==> src/rtl/core/efr_pkg.sv <==
`timescale 1ns / 1ps
`default_nettype none

package efr_pkg;

  localparam int unsigned MaxFrameDef = 2048;
  localparam int unsigned MaxFrameRegW = 12;
  localparam int unsigned MidDepth = 2;
  localparam int unsigned OutDepth = 2;
  localparam int unsigned CfgAddrW = 3;
  localparam int unsigned CfgDataW = 16;

  localparam logic [CfgAddrW-1:0] RegEndChar = 3'd0;
  localparam logic [CfgAddrW-1:0] RegEscapeChar = 3'd1;
  localparam logic [CfgAddrW-1:0] RegCrcPoly = 3'd2;
  localparam logic [CfgAddrW-1:0] RegTimeoutTicks = 3'd3;
  localparam logic [CfgAddrW-1:0] RegMaxFrame = 3'd4;

  localparam logic [2:0] StOk = 3'd0;
  localparam logic [2:0] StCrc = 3'd1;
  localparam logic [2:0] StShort = 3'd2;
  localparam logic [2:0] StOverflow = 3'd3;
  localparam logic [2:0] StTimeout = 3'd4;

  localparam logic [15:0] CrcInit = 16'hFFFF;
  localparam logic [15:0] CrcGood = 16'h0000;

  typedef enum logic [1:0] {
    KIND_TICK,
    KIND_ESC,
    KIND_END,
    KIND_DATA
  } kind_e;

  typedef struct packed {
    logic       func;
    logic [7:0] rx_byte;
  } in_t;

  typedef struct packed {
    logic        is_status;
    logic [7:0]  data_byte;
    logic [2:0]  status;
    logic [10:0] frame_length;
  } out_t;

  typedef struct packed {
    kind_e      kind;
    logic [7:0] rx_byte;
  } mid_t;

  typedef struct packed {
    logic [7:0]              end_char;
    logic [7:0]              escape_char;
    logic [15:0]             crc_poly;
    logic [15:0]             timeout_ticks;
    logic [MaxFrameRegW-1:0] max_frame;
  } cfg_t;

endpackage

`default_nettype wire

==> src/rtl/core/escaped_frame_receiver_crc16_top.sv <==
`timescale 1ns / 1ps
`default_nettype none

// Escape-stuffed frame receiver with CRC-16 check. Push received bytes and
// time ticks on the input queue; pop payload bytes and one end-of-frame
// status per frame from the result queue. One item is taken every clock
// cycle, sustained while results are popped as they appear: the back end
// does the whole byte step, including the eight-bit CRC update, in
// combinational logic. When the result queue fills, the back end holds and
// the input queue fills behind it. Each result is registered in the result
// queue before it shows on the result ports. Write the configuration
// registers only while the block has nothing in flight.
module escaped_frame_receiver_crc16_top #(
  parameter int unsigned MAX_FRAME = efr_pkg::MaxFrameDef
) (
  input  wire logic                           clk_i,
  input  wire logic                           rst_ni,
  input  wire logic                           push,
  output logic                                full,
  input  wire efr_pkg::in_t                   in_i,
  output logic                                empty,
  input  wire logic                           pop,
  output efr_pkg::out_t                       out_o,
  input  wire logic                           cfg_we_i,
  input  wire logic [efr_pkg::CfgAddrW-1:0]   cfg_addr_i,
  input  wire logic [efr_pkg::CfgDataW-1:0]   cfg_wdata_i
);

  efr_pkg::cfg_t cfg_q;
  efr_pkg::mid_t front_entry;
  efr_pkg::mid_t mid_entry;
  efr_pkg::out_t res;
  logic          front_valid, front_ready, mid_full, mid_empty, mid_pop;
  logic          res_push, res_full;
  logic [$bits(efr_pkg::mid_t)-1:0] mid_rdata;
  logic [$bits(efr_pkg::out_t)-1:0] out_rdata;

  always_ff @(posedge clk_i or negedge rst_ni) begin
    if (!rst_ni) begin
      cfg_q.end_char      <= 8'hC0;
      cfg_q.escape_char   <= 8'hDB;
      cfg_q.crc_poly      <= 16'h1021;
      cfg_q.timeout_ticks <= 16'd5000;
      cfg_q.max_frame     <= efr_pkg::MaxFrameRegW'(efr_pkg::MaxFrameDef);
    end else if (cfg_we_i) begin
      unique case (cfg_addr_i)
        efr_pkg::RegEndChar:      cfg_q.end_char      <= cfg_wdata_i[7:0];
        efr_pkg::RegEscapeChar:   cfg_q.escape_char   <= cfg_wdata_i[7:0];
        efr_pkg::RegCrcPoly:      cfg_q.crc_poly      <= cfg_wdata_i;
        efr_pkg::RegTimeoutTicks: cfg_q.timeout_ticks <= cfg_wdata_i;
        efr_pkg::RegMaxFrame: begin
          cfg_q.max_frame <= cfg_wdata_i[efr_pkg::MaxFrameRegW-1:0];
        end
        default: begin
        end
      endcase
    end
  end

  efr_front u_front (
    .cfg_i   (cfg_q),
    .valid_i (push),
    .item_i  (in_i),
    .ready_o (front_ready),
    .valid_o (front_valid),
    .entry_o (front_entry),
    .ready_i (!mid_full)
  );

  assign full = !front_ready;

  efr_fifo #(
    .Width ($bits(efr_pkg::mid_t)),
    .Depth (efr_pkg::MidDepth)
  ) u_mid_fifo (
    .clk_i   (clk_i),
    .rst_ni  (rst_ni),
    .push_i  (front_valid),
    .wdata_i (front_entry),
    .full_o  (mid_full),
    .pop_i   (mid_pop),
    .rdata_o (mid_rdata),
    .empty_o (mid_empty)
  );

  assign mid_entry = efr_pkg::mid_t'(mid_rdata);

  efr_back #(
    .MAX_FRAME (MAX_FRAME)
  ) u_back (
    .clk_i      (clk_i),
    .rst_ni     (rst_ni),
    .cfg_i      (cfg_q),
    .valid_i    (!mid_empty),
    .entry_i    (mid_entry),
    .pop_o      (mid_pop),
    .res_full_i (res_full),
    .res_push_o (res_push),
    .res_o      (res)
  );

  efr_fifo #(
    .Width ($bits(efr_pkg::out_t)),
    .Depth (efr_pkg::OutDepth)
  ) u_out_fifo (
    .clk_i   (clk_i),
    .rst_ni  (rst_ni),
    .push_i  (res_push),
    .wdata_i (res),
    .full_o  (res_full),
    .pop_i   (pop),
    .rdata_o (out_rdata),
    .empty_o (empty)
  );

  assign out_o = efr_pkg::out_t'(out_rdata);

endmodule

`default_nettype wire

==> src/rtl/core/efr_fifo.sv <==
`timescale 1ns / 1ps
`default_nettype none

module efr_fifo #(
  parameter int unsigned Width = 8,
  parameter int unsigned Depth = 2
) (
  input  wire logic             clk_i,
  input  wire logic             rst_ni,
  input  wire logic             push_i,
  input  wire logic [Width-1:0] wdata_i,
  output logic                  full_o,
  input  wire logic             pop_i,
  output logic [Width-1:0]      rdata_o,
  output logic                  empty_o
);

  localparam int unsigned PtrW = (Depth > 1) ? $clog2(Depth) : 1;
  localparam int unsigned CntW = $clog2(Depth + 1);

  logic [Width-1:0] mem_q [Depth];
  logic [PtrW-1:0]  wr_ptr_q, wr_ptr_d;
  logic [PtrW-1:0]  rd_ptr_q, rd_ptr_d;
  logic [CntW-1:0]  cnt_q, cnt_d;
  logic             do_push, do_pop;

  assign full_o  = (cnt_q == CntW'(Depth));
  assign empty_o = (cnt_q == '0);
  assign rdata_o = mem_q[rd_ptr_q];
  assign do_push = push_i && !full_o;
  assign do_pop  = pop_i && !empty_o;

  always_comb begin
    wr_ptr_d = wr_ptr_q;
    rd_ptr_d = rd_ptr_q;
    cnt_d    = cnt_q;
    if (do_push) begin
      wr_ptr_d = (wr_ptr_q == PtrW'(Depth - 1)) ? '0 : wr_ptr_q + PtrW'(1);
    end
    if (do_pop) begin
      rd_ptr_d = (rd_ptr_q == PtrW'(Depth - 1)) ? '0 : rd_ptr_q + PtrW'(1);
    end
    if (do_push && !do_pop) begin
      cnt_d = cnt_q + CntW'(1);
    end else if (do_pop && !do_push) begin
      cnt_d = cnt_q - CntW'(1);
    end
  end

  always_ff @(posedge clk_i or negedge rst_ni) begin
    if (!rst_ni) begin
      wr_ptr_q <= '0;
      rd_ptr_q <= '0;
      cnt_q    <= '0;
    end else begin
      wr_ptr_q <= wr_ptr_d;
      rd_ptr_q <= rd_ptr_d;
      cnt_q    <= cnt_d;
    end
  end

  always_ff @(posedge clk_i) begin
    if (do_push) begin
      mem_q[wr_ptr_q] <= wdata_i;
    end
  end

endmodule

`default_nettype wire

==> src/rtl/core/efr_front.sv <==
`timescale 1ns / 1ps
`default_nettype none

module efr_front (
  input  wire efr_pkg::cfg_t cfg_i,
  input  wire logic          valid_i,
  input  wire efr_pkg::in_t  item_i,
  output logic               ready_o,
  output logic               valid_o,
  output efr_pkg::mid_t      entry_o,
  input  wire logic          ready_i
);

  assign ready_o = ready_i;
  assign valid_o = valid_i;

  always_comb begin
    entry_o.rx_byte = item_i.rx_byte;
    if (item_i.func) begin
      entry_o.kind = efr_pkg::KIND_TICK;
    end else if (item_i.rx_byte == cfg_i.escape_char) begin
      entry_o.kind = efr_pkg::KIND_ESC;
    end else if (item_i.rx_byte == cfg_i.end_char) begin
      entry_o.kind = efr_pkg::KIND_END;
    end else begin
      entry_o.kind = efr_pkg::KIND_DATA;
    end
  end

endmodule

`default_nettype wire

==> src/rtl/core/efr_back.sv <==
`timescale 1ns / 1ps
`default_nettype none

module efr_back #(
  parameter int unsigned MAX_FRAME = efr_pkg::MaxFrameDef
) (
  input  wire logic          clk_i,
  input  wire logic          rst_ni,
  input  wire efr_pkg::cfg_t cfg_i,
  input  wire logic          valid_i,
  input  wire efr_pkg::mid_t entry_i,
  output logic               pop_o,
  input  wire logic          res_full_i,
  output logic               res_push_o,
  output efr_pkg::out_t      res_o
);

  localparam int unsigned FullW = $clog2(MAX_FRAME + 1);
  localparam int unsigned CntW =
    (FullW < efr_pkg::MaxFrameRegW) ? FullW : efr_pkg::MaxFrameRegW;

  logic            in_frame_q, in_frame_d;
  logic            esc_q, esc_d;
  logic [15:0]     crc_q, crc_d;
  logic [CntW-1:0] cnt_q, cnt_d;
  logic [15:0]     ticks_q, ticks_d;
  logic [7:0]      dly_q [2];
  logic [7:0]      dly_d [2];

  logic [CntW-1:0] lim;
  logic [CntW-1:0] cnt_inc;
  logic [15:0]     tlim;
  logic [15:0]     ticks_inc;
  logic [15:0]     crc_new;

  function automatic logic [15:0] crc_byte(logic [15:0] crc, logic [7:0] b,
                                           logic [15:0] poly);
    logic [15:0] c;
    c = crc ^ {b, 8'h00};
    for (int i = 0; i < 8; i++) begin
      c = c[15] ? ({c[14:0], 1'b0} ^ poly) : {c[14:0], 1'b0};
    end
    return c;
  endfunction

  assign pop_o     = valid_i && !res_full_i;
  assign cnt_inc   = cnt_q + CntW'(1);
  assign tlim      = (cfg_i.timeout_ticks == '0) ? 16'd1 : cfg_i.timeout_ticks;
  assign ticks_inc = (ticks_q == 16'hFFFF) ? ticks_q : ticks_q + 16'd1;
  assign crc_new   = crc_byte(crc_q, entry_i.rx_byte, cfg_i.crc_poly);

  always_comb begin
    if (32'(cfg_i.max_frame) > MAX_FRAME) begin
      lim = CntW'(MAX_FRAME);
    end else if (cfg_i.max_frame == '0) begin
      lim = CntW'(1);
    end else begin
      lim = CntW'(cfg_i.max_frame);
    end
  end

  always_comb begin
    logic go_idle;
    logic literal;
    go_idle    = 1'b0;
    literal    = 1'b0;
    in_frame_d = in_frame_q;
    esc_d      = esc_q;
    crc_d      = crc_q;
    cnt_d      = cnt_q;
    ticks_d    = ticks_q;
    dly_d      = dly_q;
    res_push_o = 1'b0;
    res_o      = '0;

    if (pop_o) begin
      if (entry_i.kind == efr_pkg::KIND_TICK) begin
        if (in_frame_q) begin
          ticks_d = ticks_inc;
          if (ticks_inc >= tlim) begin
            go_idle      = 1'b1;
            res_push_o   = 1'b1;
            res_o.is_status = 1'b1;
            res_o.status = efr_pkg::StTimeout;
          end
        end
      end else begin
        in_frame_d = 1'b1;
        ticks_d    = '0;
        if (esc_q) begin
          esc_d   = 1'b0;
          literal = 1'b1;
        end else begin
          case (entry_i.kind)
            efr_pkg::KIND_ESC: begin
              esc_d = 1'b1;
            end
            efr_pkg::KIND_END: begin
              go_idle         = 1'b1;
              res_push_o      = 1'b1;
              res_o.is_status = 1'b1;
              if (cnt_q < CntW'(2)) begin
                res_o.status = efr_pkg::StShort;
              end else if (crc_q != efr_pkg::CrcGood) begin
                res_o.status = efr_pkg::StCrc;
              end else begin
                res_o.status       = efr_pkg::StOk;
                res_o.frame_length = 11'(cnt_q - CntW'(2));
              end
            end
            default: begin
              literal = 1'b1;
            end
          endcase
        end

        if (literal) begin
          crc_d = crc_new;
          cnt_d = cnt_inc;
          if (cnt_q >= CntW'(2)) begin
            dly_d[0] = dly_q[1];
            dly_d[1] = entry_i.rx_byte;
            res_push_o      = 1'b1;
            res_o.data_byte = dly_q[0];
          end else begin
            dly_d[cnt_q[0]] = entry_i.rx_byte;
          end
          if (cnt_inc >= lim) begin
            go_idle         = 1'b1;
            res_push_o      = 1'b1;
            res_o           = '0;
            res_o.is_status = 1'b1;
            res_o.status    = efr_pkg::StOverflow;
          end
        end
      end

      if (go_idle) begin
        in_frame_d = 1'b0;
        esc_d      = 1'b0;
        crc_d      = efr_pkg::CrcInit;
        cnt_d      = '0;
        ticks_d    = '0;
      end
    end
  end

  always_ff @(posedge clk_i or negedge rst_ni) begin
    if (!rst_ni) begin
      in_frame_q <= 1'b0;
      esc_q      <= 1'b0;
      crc_q      <= efr_pkg::CrcInit;
      cnt_q      <= '0;
      ticks_q    <= '0;
    end else begin
      in_frame_q <= in_frame_d;
      esc_q      <= esc_d;
      crc_q      <= crc_d;
      cnt_q      <= cnt_d;
      ticks_q    <= ticks_d;
    end
  end

  always_ff @(posedge clk_i) begin
    dly_q <= dly_d;
  end

endmodule

`default_nettype wire
==> config.mk <==
export PLATFORM = sky130hd
export DESIGN_NAME = escaped_frame_receiver_crc16_top
export DESIGN_NICKNAME = d
export VERILOG_FILES = /design/src/rtl/core/efr_pkg.sv /design/src/rtl/core/escaped_frame_receiver_crc16_top.sv /design/src/rtl/core/efr_fifo.sv /design/src/rtl/core/efr_front.sv /design/src/rtl/core/efr_back.sv
export SDC_FILE = /design/constraint.sdc
export NUM_CORES = 1
export LEC_CHECK = 0
export BUFFER_PORTS_ARGS = -buffer_cell sky130_fd_sc_hd__buf_2
export CAP_MARGIN = 0
export CORE_UTILIZATION = 40
export CTS_CLUSTER_SIZE = 20
export DETAILED_ROUTE_END_ITERATION = 12
export MAX_ROUTING_LAYER = met4
export PLACE_DENSITY = 0.56
export SETUP_SLACK_MARGIN = 0.3
export SLEW_MARGIN = 40
export SYNTH_ARGS = -nofsm -noshare
export SYNTH_HDL_FRONTEND = slang
export SYNTH_SLANG_ARGS = --single-unit
==> constraint.sdc <==
create_clock -name clk_i -period 14.3 [get_ports clk_i]
set_input_delay 0.715 -clock clk_i [delete_from_list [all_inputs] [get_ports clk_i]]
set_output_delay 0.715 -clock clk_i [all_outputs]
set_load 0.01 [all_outputs]
==> flow_summary.toml <==
[timing]
fin_crit_ns = 5.47
tightest_slew_ns = 0.816
setup-tns-final_ns = 0
setup_viol_count_final = 0
fmax_ghz = 0.183
slew_headroom_pct = 45.3
finalHoldViolations = 0
rsz0062_at_grt = "no"
finalCritPeriodShare_pct = 38.3
clock_skew_ns = 0.0136
slew_violations = 0

[clock_tree]
post_cts_buffers = 0
postCtsHoldBufs = 0
numCtsBuffers = 17
cts_buffer_depth = 2
numClockSinks = 196
cts_resized = 0
path_clk_slew_ns = 0.08
clkLatencyLatePin_ns = 0.44
cts_tree = "done"
cts.htree.levels = 4
cts-root-buf = "clkbuf_16"

[synthesis]
syn_area_um2 = 12100
synth_top_family_by_area = "XOR/XNOR gates"
synthFlopType = "edfxtp_1"
synthMuxAreaShare_pct = 9.05
synth-seq-cells = 196
ys_seq_area_share_pct = 44.3
synth-compound-area-share_pct = 10.5
synthSimpleGateAreaFrac_pct = 14.2
synthDistinctLibCells = 85
synth_nets = 1198
async_flop_share_pct = 58.2
synth_area_per_cell_um2 = 10.7
synth_fa_ha_area_share_pct = 3.93
synth_cells = 1127
synth_xor_xnor_area_share_pct = 14.8
yosysWarnings = 0
synth_edf_count = 82

[global_route]
gr-usage-all-layers_pct = 19.3
antenna_found_initial = 2
overflow = 0
grt_pass1_vias = 7966
grt_pass1_wl_mm = 44.8
grt_max_degree = 67

[cells_and_area]
final_cell_mix = "nand2_1 (131), xnor2_1 (105), edfxtp_1 (82), dfrtp_1 (80), nor2_1 (79)"
fin_nets = 1227
final_util_pct = 45.0
final_layout_size_suffix_gt1_share_pct = 21.7
area_growth_pct = 10.5
final_cells = 1561
layout.cells.most_common = "nand2_1"

[critical_path]
worstSetupStartpointType = "flop"
critPathMaxFanout = 15
path_class = "flop to flop"
required_ns = 14.66
worstSetupEndpointType = "flop"
crit_arrival_ns = 5.84

[die]
coreArea_um2 = 29700
dieArea_um2 = 30900
fp.dieH_um = 176
ios = 58
row_count = 63
start_util_pct = 40.7
die_w_um = 176

[drt]
drc = 0
drt_iter0_drc = 522
wl_per_cell_um = 17.7
first_pass_iters = 5
viasPerCell = 5.30
ant_nets = 0
routed-via-count = 8267
wirelength_mm = 27.6

[placed_design]
hpwlAfterDp_mm = 20.3
placed_cells = 1527
place.gp.congestion = 0.830
io_buffers = 57

[worst_hold_path]
min-delay-path-class = "input pin to async pin"

[flow_run]
drv_cap = 0

[outcome]
status = "finished clean"
==> per-layer routing <==
| metal | GRT usage, % | part of all wire (%) | vias up |
|---|---|---|---|
| li1 | - | - | 4053 |
| met1 | 27.3 | 50 | 4041 |
| met2 | 29.2 | 46 | 153 |
| met3 | 2.79 | 3.4 | 20 |
| met4 | 4.24 | 0.88 | 0 |
| met5 | - | 0 | - |
==> critical path, stage by stage (launching register included) <==
cell and delay [ns]:
dfrtp_1 0.82, mux2i_4 0.56, xor2_2 0.61, o211ai_1 0.23
and4_1 0.31, o2111a_1 0.32, a211oi_2 0.39, a211oi_1 0.10
nor4_2 0.38, xor3_2 0.34, xnor2_2 0.65, nand2_1 0.11
xnor3_1 0.39, o22a_1 0.18
==> state kept, by name, summed over array words and instances, names as in the netlist <==
signal and count:
u_out_fifo.wr_ptr_q 1, u_back.ticks_q 16, u_back.cnt_q 12, cfg_q 60, u_out_fifo.mem_q 46, u_mid_fifo.wr_ptr_q 1
u_back.in_frame_q 1, u_back.esc_q 1, u_mid_fifo.mem_q 20, u_back.dly_q 16, u_out_fifo.rd_ptr_q 1, u_mid_fifo.cnt_q 2
u_back.crc_q 16, u_mid_fifo.rd_ptr_q 1, u_out_fifo.cnt_q 2
==> cell families (layout without fill, tap and decap cells) <==
logic type	Yosys count	count (layout)
other	0	2
adders and majority gates	38	38
buffers and inverters	96	138
DFF	196	196
xor gates and xnor gates	172	172
AOI/OAI and AO/OA	177	177
muxes	97	97
and+or+nand+nor	351	351
==> cell type report <==
type | count | area [um2]
Inverter | 43 | 161
Multi-Input combinational cell | 835 | 6430
Fill cell | 2785 | 16400
Clock buffer | 17 | 425
Antenna cell | 2 | 5.00
Sequential cell | 196 | 5360
Timing Repair Buffer | 63 | 337
Tap cell | 390 | 488
Clock inverter | 15 | 160
==> Yosys cell counts, types with 9 or more instances <==
cell / instances / area (um2)
inv_1: 42 / 158
nand3_1: 22 / 110
xor2_1: 43 / 377
nand2b_1: 15 / 93.8
xnor2_1: 106 / 928
clkbuf_1: 40 / 150
dfrtp_1: 81 / 2030
o21ai_0: 44 / 220
a32o_1: 11 / 110
nor3_1: 11 / 55.1
a21o_1: 22 / 165
mux2i_1: 16 / 160
edfxtp_1: 82 / 2460
nand4_1: 9 / 56.3
and2_1: 11 / 68.8
xnor3_1: 14 / 315
nor4_1: 18 / 113
a211oi_1: 9 / 67.6
nor2b_1: 9 / 56.3
a2bb2oi_1: 14 / 123
ha_1: 38 / 475
nor2_1: 83 / 312
nand2_1: 131 / 492
a21oi_1: 22 / 110
dfstp_2: 33 / 867
mux2_2: 78 / 878
==> per-stage QoR <==
stage          setup slack, ns  hold WS [ns]  instance area, um2
2_1_floorplan             9.30         0.419               12100
3_3_place_gp              8.98         0.477               12700
3_5_place_dp              8.87         0.489               12800
4_1_cts                   8.84         0.305               13300
5_1_grt                   8.49         0.320               13400
6_report                  8.83         0.276               13400
==> path summary, 6_finish.rpt <==
path,startpoint,endpoint,slack [ns],depth (start not counted)
hold / removal,rst_ni,u_back.ticks_q[4],0.28,1
hold reg to reg,u_mid_fifo.cnt_q[1],u_mid_fifo.cnt_q[1],0.50,1
setup reg to reg,u_mid_fifo.rd_ptr_q,u_back.crc_q[7],8.83,13
max in group asynchronous,rst_ni,u_out_fifo.rd_ptr_q,12.95,2
min in group clk_i,u_mid_fifo.cnt_q[1],u_mid_fifo.cnt_q[1],0.50,1
setup / recovery,u_mid_fifo.rd_ptr_q,u_back.crc_q[7],8.83,13
Power is left out: the tool's default activity adds up to more than one toggle a clock period on the data nets, which glitch-free logic cannot reach.
